File: src/rtl/llgd_pkg.sv
// Shared types and constants for the damping relaxation step block.
// Used by every module of the block; depends on nothing else.
package llgd_pkg;

  localparam int MAG_W   = 24;
  localparam int ALPHA_W = 17;
  localparam int GAIN_W  = 32;
  localparam int THR_W   = 26;
  localparam int SQ_W    = 52;
  localparam int DS_A_W  = 64;
  localparam int DS_B_W  = 36;

  localparam logic [ALPHA_W-1:0] ALPHA_ONE = 17'h10000;

  typedef enum logic [1:0] {
    REG_STEP_GAIN     = 2'd0,
    REG_DEFAULT_ALPHA = 2'd1,
    REG_TORQUE_THR    = 2'd2
  } reg_idx_t;

  // One queued cell with its damping already chosen.
  typedef struct packed {
    logic [MAG_W-1:0]   mag_x;
    logic [MAG_W-1:0]   mag_y;
    logic [MAG_W-1:0]   mag_z;
    logic [MAG_W-1:0]   field_x;
    logic [MAG_W-1:0]   field_y;
    logic [MAG_W-1:0]   field_z;
    logic [ALPHA_W-1:0] alpha;
    logic               last_cell;
  } cell_t;

  // Request to the shared divide and square root unit.
  typedef struct packed {
    logic              start;
    logic              sqrt;
    logic [DS_A_W-1:0] opa;
    logic [DS_B_W-1:0] opb;
  } ds_req_t;

endpackage

File: src/rtl/llgd_fifo.sv
// Two-entry queue between the front end and the compute sequencer.
// Depends on llgd_pkg for the cell type.
module llgd_fifo (
  input  logic            clk,
  input  logic            rst_n,
  input  logic            push,
  input  llgd_pkg::cell_t wdata,
  output logic            full,
  input  logic            pop,
  output logic            valid,
  output llgd_pkg::cell_t rdata
);

  llgd_pkg::cell_t mem_r [2];
  logic            wr_ptr_r, wr_ptr_nxt;
  logic            rd_ptr_r, rd_ptr_nxt;
  logic [1:0]      cnt_r, cnt_nxt;

  assign full  = (cnt_r == 2'd2);
  assign valid = (cnt_r != 2'd0);
  assign rdata = mem_r[rd_ptr_r];

  always_comb begin
    wr_ptr_nxt = push ? !wr_ptr_r : wr_ptr_r;
    rd_ptr_nxt = pop ? !rd_ptr_r : rd_ptr_r;
    cnt_nxt    = cnt_r + {1'b0, push} - {1'b0, pop};
  end

  always_ff @(posedge clk) begin
    if (!rst_n) begin
      wr_ptr_r <= 1'b0;
      rd_ptr_r <= 1'b0;
      cnt_r    <= 2'd0;
    end else begin
      wr_ptr_r <= wr_ptr_nxt;
      rd_ptr_r <= rd_ptr_nxt;
      cnt_r    <= cnt_nxt;
    end
  end

  always_ff @(posedge clk) begin
    if (push) begin
      mem_r[wr_ptr_r] <= wdata;
    end
  end

endmodule

File: config.mk
export PLATFORM = sky130hd
export DESIGN_NAME = llgd_fifo
export DESIGN_NICKNAME = d
export VERILOG_FILES = /design/src/rtl/llgd_pkg.sv /design/src/rtl/llgd_fifo.sv
export SDC_FILE = /design/constraint.sdc
export NUM_CORES = 1
export LEC_CHECK = 0
export ABC_AREA = 1
export BUFFER_PORTS_ARGS = -buffer_cell sky130_fd_sc_hd__buf_2
export CORE_ASPECT_RATIO = 1.25
export CORE_MARGIN = 2
export CORE_UTILIZATION = 45
export DETAILED_ROUTE_END_ITERATION = 10
export GPL_ROUTABILITY_DRIVEN = 0
export PLACE_DENSITY = 0.74
export SYNTH_ARGS = -nofsm -noshare
export SYNTH_HDL_FRONTEND = slang
export SYNTH_SLANG_ARGS = --single-unit
File: constraint.sdc
create_clock -name clk -period 11.9 [get_ports clk]
set_input_delay 1.785 -clock clk [delete_from_list [all_inputs] [get_ports clk]]
set_output_delay 1.785 -clock clk [all_outputs]
set_load 0.05 [all_outputs]
==> results by group <==
GRT
  – Largest net degree at the start of global routing: 88
  – GRT Total Usage: 15.2%
  – Initial antenna violation count: 7
  – First-pass GRT wire length: 33,500 um
  – Vias in the first global route: 6,250
  – Total global routing overflow: 0

Timing
  – Setup TNS: 0 ns
  – Slew of the pin with the lowest slew margin: 1.09 ns
  – Final Cycle Share: 38.8%
  – RSZ-0062 raised after global routing: false
  – Tmin final: 4.61 ns
  – Hold Vio Cnt, Final: 0
  – Slew headroom: 27.1%
  – Final setup vio count: 0
  – Max Slew Vio Count: 0
  – Final Skew: 0.00917 ns
  – F_max: 0.217 GHz

Finish
  – Most frequent cells in the layout: buf_2, edfxtp_1, mux2_2
  – Fillers: 2,074
  – Fin nets: 1,054
  – Most common cell after layout, fill and taps aside: buf_2
  – Area grow syn2layout: 23.5%
  – Fraction of final layout cells sized beyond drive strength 1: 59.2%
  – Multi-input gate area: 0.00223 sq mm
  – Register area: 0.00983 sq mm

Die
  – DIE HEIGHT: 188 um
  – Die Wd: 151 um
  – Starting Density: 45.7%
  – Ports: 330
  – Die Area: 0.0285 sq mm
  – Num rows: 67
  – Core Region: 0.0267 sq mm

Routing
  – Pre-antenna DRT Iters: 6
  – DR WL/cell: 17.8 um
  – Final ANT Viol Nets: 0
  – Initial DRC count: 213
  – WL final: 22,400 um
  – Via Count: 6,064
  – Post-route DRC: 0
  – Via/cell ratio: 4.82

Status
  – Status: complete, no violations

Clock tree
  – CTS root buf: clkbuf_16
  – CTS buffer count: 31
  – Worst skew pair latency: 0.55 ns
  – CTS clk-pin slew, worst paths: 0.06 ns
  – Post-CTS sizing: 0
  – CTS Sinks: 329
  – CTS Hold Bufs: 0
  – Maximum root-to-sink buffer count: 3
  – CTS tree: done
  – Post-CTS Setup Inserts: 0
  – CTS HTree Levels: 1

Critical path
  – Worst setup EP type: output port
  – Crit path kind: flip-flop to output port
  – CP arrival: 2.83 ns
  – Worst Setup Start Kind: flip-flop
  – Data required, critical path: 10.12 ns
  – CP Max Fanout: 63

Hold path
  – Hold Crit Class: flip-flop to flip-flop

Synthesis
  – Synthesized area: 0.0122 sq mm
  – Mean post-synth cell area: 22.8 sq um
  – Synth Register Bits: 329
  – Yosys cell types: 12
  – Synth Net Count: 705
  – Synth Instances: 537
  – Synth warn: 0
  – Sequential element share of the synthesized area: 80.4%

Pwr
  – Power per cell area: 174 mW/mm^2
  – P_leak: 5.83 nW
  – Max VDD drop: 0.142 mV
  – Total power: 2.62 mW

Job
  – Max cap viols: 0

Placed design
  – I/O Buffers: 329
  – Dpl hpwl: 15,000 um
per-layer routing:
metal | track usage [%] | vias to the layer above | part of all wire (%)
li1 | - | 2835 | -
met1 | 17.0 | 2927 | 36
met2 | 26.7 | 253 | 52
met3 | 4.92 | 47 | 9.0
met4 | 5.86 | 2 | 2.7
met5 | 0 | - | 0.031
Yosys cell counts:
cell / n / share of area [%]
mux2_4: 80 / 9.8
mux2_2: 82 / 7.5
a21oi_1: 1 / 0.041
buf_6: 10 / 0.92
edfxtp_1: 324 / 80
dfxtp_1: 5 / 0.82
nand3_1: 1 / 0.041
buf_2: 8 / 0.33
ha_1: 2 / 0.20
nor2_1: 8 / 0.25
inv_1: 7 / 0.21
nand2_1: 9 / 0.28
path summary, 6_finish.rpt:
check	start	to	slack (ns)	cells after the start
hold reg to reg	rd_ptr_r	flip-flop	0.51	2
setup reg to reg	wr_ptr_r	mem_r[0][157]	8.78	3
hold / removal	rd_ptr_r	flip-flop	0.51	2
setup / recovery	flip-flop	rdata[16]	7.29	3
critical path, cell delays in order, from the launching register on:
cell	delay [ns]
dfxtp_4	0.68
buf_4	0.89
mux2_2	0.43
buf_2	0.21
per-stage QoR:
stage,util (%),hold WS (ns),cells,cell area (sq um),worst slack [ns]
detailed placement,53.1,0.493,1198,14200,7.12
global route,56.5,0.556,1258,15100,7.08
global placement,53.1,0.476,1198,14200,7.15
floorplan,-,0.463,537,12200,2.61
finish,56.5,0.506,1259,15100,7.29
CTS,56.4,0.509,1252,15100,7.19
report_power, final:
group	leakage (nW)	switching [mW]	internal, mW
Sequential	3.08	0.0172	1.34
Combinational	2.33	0.279	0.120
Clock	0.421	0.388	0.474
state kept, by name, indices dropped and copies added (netlist names), named ones only:
register and count:
mem_r 324, rd_ptr_r 1, cnt_r 2, wr_ptr_r 1
layout make-up:
type	instances	share of cell area, %
diodes	7	0.116
inverters	7	0.207
well taps	345	2.86
clock inverters	15	0.505
multi-input cells	183	14.8
repair buffers	334	11.1
flip-flops and latches	329	65.1
clock buffers	39	5.33
cell families (layout without fill, tap and decap cells):
logic type               Yosys count  count (layout)  synth area share (%)
multiplexers                     162             162                  17.4
AND/OR/NAND/NOR                   18              18                 0.563
AO/OA/AOI/OAI                      1               1                0.0409
flip-flops                       329             329                  80.4
buffers and inverters             25             395                  1.46
other                              0               7                     0
adder cells (fa/ha/maj)            2               2                 0.205
Note: power is estimated with default switching activity, not from simulation.
