## config.mk

```make
export PLATFORM = sky130hd
export DESIGN_NAME = llgd_front
export DESIGN_NICKNAME = d
export VERILOG_FILES = /design/src/rtl/llgd_pkg.sv /design/src/rtl/llgd_front.sv
export SDC_FILE = /design/constraint.sdc
export NUM_CORES = 1
export LEC_CHECK = 0
export BUFFER_PORTS_ARGS = -buffer_cell sky130_fd_sc_hd__buf_2
export CORE_AREA = 2 2 134 136
export DETAILED_ROUTE_END_ITERATION = 8
export DIE_AREA = 0 0 136 138
export MAX_ROUTING_LAYER = met4
export PLACE_DENSITY_LB_ADDON = 0.12
export SLEW_MARGIN = 10
export SYNTH_ARGS = -nofsm -noshare
export SYNTH_HDL_FRONTEND = slang
export SYNTH_SLANG_ARGS = --single-unit
```

## constraint.sdc

```tcl
create_clock -name vclk -period 0.8
set_input_delay 0.04 -clock vclk [all_inputs]
set_output_delay 0.04 -clock vclk [all_outputs]
set_load 0.02 [all_outputs]
```

## src/rtl/llgd_pkg.sv

```systemverilog
// Shared types and constants for the damping relaxation step block.
// Used by every module of the block; depends on nothing else.
package llgd_pkg;

  localparam int MAG_W   = 24;
  localparam int ALPHA_W = 17;
  localparam int GAIN_W  = 32;
  localparam int THR_W   = 26;
  localparam int SQ_W    = 52;
  localparam int DS_A_W  = 64;
  localparam int DS_B_W  = 36;

  localparam logic [ALPHA_W-1:0] ALPHA_ONE = 17'h10000;

  typedef enum logic [1:0] {
    REG_STEP_GAIN     = 2'd0,
    REG_DEFAULT_ALPHA = 2'd1,
    REG_TORQUE_THR    = 2'd2
  } reg_idx_t;

  // One queued cell with its damping already chosen.
  typedef struct packed {
    logic [MAG_W-1:0]   mag_x;
    logic [MAG_W-1:0]   mag_y;
    logic [MAG_W-1:0]   mag_z;
    logic [MAG_W-1:0]   field_x;
    logic [MAG_W-1:0]   field_y;
    logic [MAG_W-1:0]   field_z;
    logic [ALPHA_W-1:0] alpha;
    logic               last_cell;
  } cell_t;

  // Request to the shared divide and square root unit.
  typedef struct packed {
    logic              start;
    logic              sqrt;
    logic [DS_A_W-1:0] opa;
    logic [DS_B_W-1:0] opb;
  } ds_req_t;

endpackage

```

## src/rtl/llgd_front.sv

```systemverilog
// Front end: takes cells from the input channel and picks their damping.
// Depends on llgd_pkg; feeds llgd_fifo.
module llgd_front (
  input  logic                         in_valid,
  output logic                         in_stall,
  input  logic [llgd_pkg::MAG_W-1:0]   in_mag_x,
  input  logic [llgd_pkg::MAG_W-1:0]   in_mag_y,
  input  logic [llgd_pkg::MAG_W-1:0]   in_mag_z,
  input  logic [llgd_pkg::MAG_W-1:0]   in_field_x,
  input  logic [llgd_pkg::MAG_W-1:0]   in_field_y,
  input  logic [llgd_pkg::MAG_W-1:0]   in_field_z,
  input  logic [llgd_pkg::ALPHA_W-1:0] in_cell_alpha,
  input  logic                         in_use_cell_alpha,
  input  logic                         in_last_cell,
  input  logic [llgd_pkg::ALPHA_W-1:0] default_alpha,
  input  logic                         q_full,
  output logic                         q_push,
  output llgd_pkg::cell_t              q_wdata
);

  assign in_stall = q_full;
  assign q_push   = in_valid && !q_full;

  always_comb begin
    q_wdata.mag_x     = in_mag_x;
    q_wdata.mag_y     = in_mag_y;
    q_wdata.mag_z     = in_mag_z;
    q_wdata.field_x   = in_field_x;
    q_wdata.field_y   = in_field_y;
    q_wdata.field_z   = in_field_z;
    q_wdata.alpha     = in_use_cell_alpha ? in_cell_alpha : default_alpha;
    q_wdata.last_cell = in_last_cell;
  end

endmodule

```

==> impl_results.md, run 1 <==
* Status: completed
* Post-Syn Area at ~1400 µm²
* Core footprint at roughly 18000 µm²
* Metal1 wirelength at roughly 490 µm
* Cell repeated most along the worst path: buf_12
* Final #Nets at ~260
* Drt total wl at ~3.3 mm
* Top post-synthesis cells by count: 146 x buf_4, 10 x mux2_4, 7 x mux2_2
* Syn Nets at between 300 and 400
* Yosys top cell by area: buf_4
* CP endpoint: q_wdata[4]
* DR WL/cell at around 11 µm
* Fin crit share at 0.990
* Critical path class: in -> out
* Mux cell area share after synthesis at 0.168
* Worst setup startpoint: in_use_cell_alpha
* Crit-path max FO at 6
* Req. time, crit path at 0.76 ns
* Simple-Gate Fraction of Synth Area at 0.00459
* Type of origin of the critical path: input port
* Reg area at 0 µm²
* DIE AREA at between 15000 and 20000 µm²
* Finished Layout Cells at 306
* Worst-Margin Slew at around 0.11 ns
* Length of routed met3 wiring at between 500 and 600 µm
* Layout cells sized above 1 at 0.987
* Largest cells by area after synthesis: buf_4 80%, mux2_4 11%, mux2_2 5.8%, buf_12 1.5%, buf_6 0.83%
* Largest net degree at the start of global routing at 7
* Tightest Hold Check Type: in -> out
* Area growth, synth to finish at -27.2%
* IO Count at 346
* Max stage delay on crit path at around 0.35 ns
* Share of the synthesized area in the top cell type at 0.804
* Rel. slew slack at 0.925
* Initial Utilization at 0.0777
* Initial antenna violation count at 0
* Hold_buf cts at 0
* Compound-Gate Fraction of Synth Area at 0
* Max-cap violations at 0
* PD cells at between 500 and 600 nW/µm²
* Hold Startpoint: in_field_z[14]
* Max rail drop VDD at roughly 150 µV
* Critical path's slowest cell: mux2_2
* Leakage at just over 0.4 nW
* Crit end category: output port
* Vias in the first global route at approximately 650
* GR Util All Layers at 0.0302
* Gr ovfl total at 0
* Final HPWL DP at ~2.8 mm
* Wire length on met2 at roughly 1.9 mm
* ANT cells at 0
* Critical-path cell list: buf_12, buf_12, mux2_2, buf_6
* YS warnings at 0
* DRC at 0
* Post-synthesis sequential area ratio at 0
* First-pass GRT wire length at roughly 3.9 mm
* CP arrival at ~0.75 ns
* Clock buffer cells at 0
* RSZ-0062 raised after global routing: yes
* Vias per cell at between 1.5 and 2
* Syn_area_per_cell at just over 8 µm²
* Main combinational cell family by area after synthesis: buffers and inverters
* Routed via count at 573
* Uppermost routed layer: met4
* DIE WIDTH at approximately 140 µm
* Seq cells at 0
* Most used standard cell by instance count after synthesis: buf_4
* Post-Synth Adder-Cell Area at 0
* Fmax at 1260 MHz
* First DRT Iteration DRCs at 2
* Final setup fails at 0
* Drt first pass iters at 2
* Xor/xnor share of the synthesized area at 0
* Die H at 138 µm
* Cells after Synth at 166
* Site row count at 49
* Fillers at 2094
* Final hold violations at 0
* Final min period at approximately 0.8 ns
* Antenna-violating nets left at 0
* Synth cell types at 6
* Hold Worst Slack at 0.0800 ns
* Placed Instances at approximately 310
* Count of input and output buffers at between 50 and 60
* Post-CTS setup buffers at 0
* GPL Wtd Cong at ~0.65
* Final Max Slew Viols at 0
-- final cells by class --
class | count | area, µm² | share of cell area
repair buffers | 59 | 463 | 0.467
well taps | 229 | 287 | 0.289
multi-input cells | 18 | 243 | 0.245
-- worst max-delay path, delay by kind of cell --
kind     cells  cell delay, ns
buf+inv      3            0.36
mux          1            0.35
-- metal layers --
metal	up-vias	GRT usage
met5	-	-
met4	0	0.0307
met3	46	0.0106
met2	109	0.0682
met1	229	0.0100
li1	189	-
-- worst min path at each step --
stage	to	slack [ns]	cells after the start
after global placement	q_wdata[100]	0.08	0
after global routing	q_wdata[112]	0.08	0
final	q_wdata[32]	0.08	0
after detailed placement	q_wdata[100]	0.08	0
after floorplan	q_push	0.16	1
after CTS	q_wdata[100]	0.08	0
-- logic make-up (layout without fill, tap and decap cells) --
kind of cell	count (synthesis)	after routing
buffers and inverters	148	59
and+or+nand+nor	1	1
muxes	17	17
-- placed cells by master, fill, tap and decap left out --
master,netlist,final
buf_16,0,1
buf_2,0,39
mux2_2,7,5
buf_6,1,16
buf_12,1,3
mux2_4,10,12
nor2b_1,1,1
-- report_power, final --
| part | switching [mW] | internal, mW |
|---|---|---|
| combinational | 0.223 | 0.316 |
| sequential | 0 | 0 |
| clock | 0 | 0 |
-- what timing repair did --
item / in CTS / in global routing
gates cloned: 1 / 0
gates resized for setup: 26 / 13
endpoints found under the hold margin: 0 / 0
endpoints found under the setup margin: 16 / 10
-- metrics by stage --
| step | area (µm²) | utilization | power, mW | setup WS, ns | TNS (ns) |
|---|---|---|---|---|---|
| 2_1_floorplan | 1360 | - | 1.30 | 0.132 | 0 |
| 3_3_place_gp | 842 | 0.0480 | 0.432 | -0.0982 | -1.24 |
| 6_report | 992 | 0.0566 | 0.539 | 0.00765 | 0 |
| 3_5_place_dp | 842 | 0.0480 | 0.424 | -0.111 | -1.46 |
| 4_1_cts | 951 | 0.0542 | 0.514 | 0.000583 | 0 |
| 5_1_grt | 992 | 0.0566 | 0.573 | -0.00835 | -0.0205 |
Power figures use the tool's default switching activity.
==> inputs of run 2 (changes only) <==
GPL_TIMING_DRIVEN = 0   (was unset)
==> impl_results.md, run 2 (synthesized netlist as in run 1, its figures left out) <==
* Wire length on met2 at approximately 3.5 mm
* CP arrival at around 0.74 ns
* Cell repeated most along the worst path: buf_12
* PD cells at roughly 700 nW/µm²
* Hold Startpoint: in_mag_y[10]
* Type of origin of the critical path: input port
* Drt total wl at 5.33 mm
* Seq cells at 0
* Clock buffer cells at 0
* Post-CTS setup buffers at 0
* Die H at approximately 140 µm
* Largest net degree at the start of global routing at 10
* Internal cell power at between 0.9 and 1 mW
* Gr ovfl total at 0
* Rel. slew slack at 0.906
* DIE AREA at 18800 µm²
* GR Util All Layers at 0.0451
* Final setup fails at 0
* Final #Nets at about 550
* First DRT Iteration DRCs at 5
* Power share of the clock group at 0
* Placed Instances at between 500 and 600
* Length of routed met3 wiring at 837 µm
* Core footprint at between 15000 and 20000 µm²
* GPL Wtd Cong at slightly above 0.7
* First-pass GRT wire length at 6.65 mm
* ANT cells at 0
* IO Count at between 300 and 400
* Switching Fraction at 0.481
* Commonest non-fill, non-tap cell in the layout: buf_2
* Crit end category: output port
* Final hold violations at 0
* Final min period at ~0.78 ns
* DRC at 0
* Metal1 wirelength at 959 µm
* Worst-Margin Slew at between 0.1 and 0.15 ns
* Drt first pass iters at 4
* Uppermost routed layer: met3
* Fin crit share at 0.973
* Antenna-violating nets left at 0
* Critical-path cell list: buf_12, buf_12, mux2_4, buf_6
* Layout cells sized above 1 at 0.997
* Max rail drop VDD at 189 µV
* Vias per cell at 2.79
* Leakage at 1.67 nW
* Hold EP: q_wdata[124]
* Vias in the first global route at 1400
* Place WS at -0.0693 ns
* RSZ-0062 raised after global routing: no
* Critical path class: in -> out
* Sw power at approximately 0.91 mW
* Hold path depth at 2
* Hold Worst Slack at a little under 0.3 ns
* Max stage delay on crit path at 0.30 ns
* Routed via count at between 1500 and 2000
* DR WL/cell at 8.93 µm
* Combinational cell fraction of total power at 1.000
* Count of input and output buffers at 200
* Finished Layout Cells at 597
* Highest-count cells in the layout ignoring fill and taps: 190 x buf_2, 146 x buf_4, 10 x mux2_4, 10 x buf_6, 7 x mux2_2
* Final Max Slew Viols at 0
* Area growth, synth to finish at 104%
* WP depth at 4
* Critical path's slowest cell: mux2_4
* Max-cap violations at 0
* Fmax at 1280 MHz
* Seq pwr share at 0
* Min setup slack post-route at approximately 0.022 ns
* Initial Utilization at 0.0777
* Fillers at roughly 2100
* Tightest Hold Check Type: in -> out
* Top delay family on crit path: buffers and inverters
* Status: completed
* DIE WIDTH at about 140 µm
* Req. time, crit path at approximately 0.76 ns
* Hold_buf cts at 0
* Crit-path max FO at 5
* Site row count at 49
* CP bufs+invs at 3
* Final HPWL DP at 5.06 mm
* Initial antenna violation count at 0
* Reg area at 0 µm²
run 2: metal layers:
layer	up-vias	GRT usage
li1	771	-
met1	708	0.0256
met2	189	0.119
met3	0	0.00477
met4	0	0
met5	-	-
run 2: power by group through the flow:
stage | sequential [mW] | combinational [mW] | clock (mW)
global route | 0 | 2.00 | 0
CTS | 0 | 1.90 | 0
global placement | 0 | 1.83 | 0
detailed placement | 0 | 1.82 | 0
finish | 0 | 1.89 | 0
floorplan | 0 | 1.30 | 0
run 2: what timing repair did:
item / 4_1_cts / 5_1_grt
cloned: 1 / 1
gates resized for setup: 23 / 0
endpoints found under the setup margin: 10 / 2
run 2: worst max-delay path by stage:
stage                      start          end  slack, ns
6_report       in_use_cell_alpha   q_wdata[8]       0.02
2_1_floorplan  in_use_cell_alpha  q_wdata[10]       0.13
3_3_place_gp   in_use_cell_alpha   q_wdata[8]      -0.07
5_1_grt        in_use_cell_alpha   q_wdata[6]      0.007
3_5_place_dp   in_use_cell_alpha   q_wdata[8]      -0.07
4_1_cts        in_use_cell_alpha   q_wdata[8]    -0.0002
run 2: cell type report:
type                            count  area (µm²)  area share
Buffer                            148        1140       0.410
Multi-Input combinational cell     18         235      0.0848
Tap cell                          229         287       0.103
Timing Repair Buffer              202        1120       0.402
run 2: per-stage QoR:
| step | utilization | TNS (ns) | total power, mW | cell area (µm²) |
|---|---|---|---|---|
| floorplan | - | 0 | 1.30 | 1360 |
| global placement | 0.151 | -0.522 | 1.83 | 2650 |
| detailed placement | 0.151 | -0.539 | 1.82 | 2650 |
| CTS | 0.157 | -0.000210 | 1.90 | 2750 |
| global route | 0.158 | 0 | 2.00 | 2770 |
| finish | 0.158 | 0 | 1.89 | 2770 |
==> inputs of run 3 (changes only) <==
BUFFER_PORTS_ARGS = -buffer_cell sky130_fd_sc_hd__buf_4   (was -buffer_cell sky130_fd_sc_hd__buf_2)
==> impl_results.md, run 3 (synthesized netlist as in run 1, its figures left out) <==
* Hold_buf cts at 0
* Crit-path max FO at 5
* Crit end category: output port
* DIE WIDTH at 136 µm
* Drt total wl at between 5 and 6 mm
* CP arrival at about 0.74 ns
* Final setup fails at 0
* Combinational cell fraction of total power at 1.000
* Type of origin of the critical path: input port
* Req. time, crit path at roughly 0.76 ns
* Fin crit share at 0.976
* Final hold violations at 0
* Rel. slew slack at 0.947
* Site row count at just under 50
* DRC at 0
* Final HPWL DP at approximately 5.6 mm
* Seq pwr share at 0
* ANT cells at 0
* Tightest Hold Check Type: in -> out
* Sw power at approximately 0.94 mW
* Internal cell power at about 1.3 mW
* Worst-Margin Slew at around 0.08 ns
* Leakage at ~1.8 nW
* Routed via count at between 1500 and 2000
* RSZ-0062 raised after global routing: no
* Final min period at 0.780 ns
* First DRT Iteration DRCs at 3
* Antenna-violating nets left at 0
* First-pass GRT wire length at between 7 and 8 mm
* Initial antenna violation count at 0
* Seq cells at 0
* Count of input and output buffers at 200
* Status: completed
* Highest-count cells in the layout ignoring fill and taps: 336 x buf_4, 10 x mux2_4, 10 x buf_6
* Fillers at 1990
* Final #Nets at between 500 and 600
* Area growth, synth to finish at 138%
* IO Count at between 300 and 400
* Clock buffer cells at 0
* Vias in the first global route at around 1500
* DR WL/cell at slightly below 10 µm
* Gr ovfl total at 0
* Final Max Slew Viols at 0
* Placed cell areas at ~3200 µm²
* Layout cells sized above 1 at 0.997
* Finished Core Util at 0.185
* Area occupied by multi-input gates at 235 µm²
* DIE AREA at around 19000 µm²
* Commonest non-fill, non-tap cell in the layout: buf_4
* PD cells at 676 nW/µm²
* Die H at roughly 140 µm
* Switching Fraction at 0.428
* Initial Utilization at 0.0777
* Post-CTS setup buffers at 0
* Fmax at around 1300 MHz
* Critical path class: in -> out
* Power share of the clock group at 0
* Total power at 2.20 mW
* Reg area at 0 µm²
* Drt first pass iters at 2
* Max rail drop VDD at between 150 and 200 µV
* Largest net degree at the start of global routing at 10
* Vias per cell at ~2.8
* GR Util All Layers at 0.0486
* Finished layout cell area at 3250 µm²
* Max-cap violations at 0
* GPL Wtd Cong at between 0.7 and 0.8
* Core footprint at ~18000 µm²
* TNS Setup at 0 ns
[run 3: cell counts in the layout (fill, tap and decap cells not counted)]
No cell type changed its count.
[run 3: final cells by class]
| cell class | count | area share |
|---|---|---|
| multi-input cells | 18 | 0.0724 |
| well taps | 229 | 0.0882 |
| repair buffers | 202 | 0.490 |
| plain buffers | 148 | 0.350 |
[run 3: worst paths after layout]
path	from	endpoint	slack, ns	cells past startpoint
max	in_use_cell_alpha	q_wdata[8]	0.02	4
min	in_field_z[22]	q_wdata[40]	0.28	2
[run 3: worst max-delay path, stage by stage]
cell and delay, ns:
buf_12 0.12, buf_12 0.13, mux2_4 0.31, buf_6 0.13
[run 3: timing repair]
item / CTS / global route
resized for setup: 13 / 0
endpoints found under the setup margin: 10 / 1
gates cloned: 1 / 1
[run 3: metrics by stage]
stage	worst slack (ns)	instances	hold slack (ns)
2_1_floorplan	0.132	166	0.158
5_1_grt	0.00788	597	0.280
4_1_cts	0.000737	596	0.278
3_5_place_dp	-0.0699	595	0.278
3_3_place_gp	-0.0671	595	0.278
6_report	0.0195	597	0.277
[run 3: power by group through the flow]
| stage | Combinational (mW) | Sequential (mW) | Clock [mW] |
|---|---|---|---|
| after detailed placement | 2.16 | 0 | 0 |
| after CTS | 2.22 | 0 | 0 |
| final | 2.20 | 0 | 0 |
| after global placement | 2.16 | 0 | 0 |
| after floorplan | 1.30 | 0 | 0 |
| after global routing | 2.31 | 0 | 0 |
[run 3: metal layers]
layer / track usage / share of wire
met3: 0.00660 / 0.15
met2: 0.128 / 0.67
met1: 0.0269 / 0.18
met4: 0 / 0
met5: - / 0
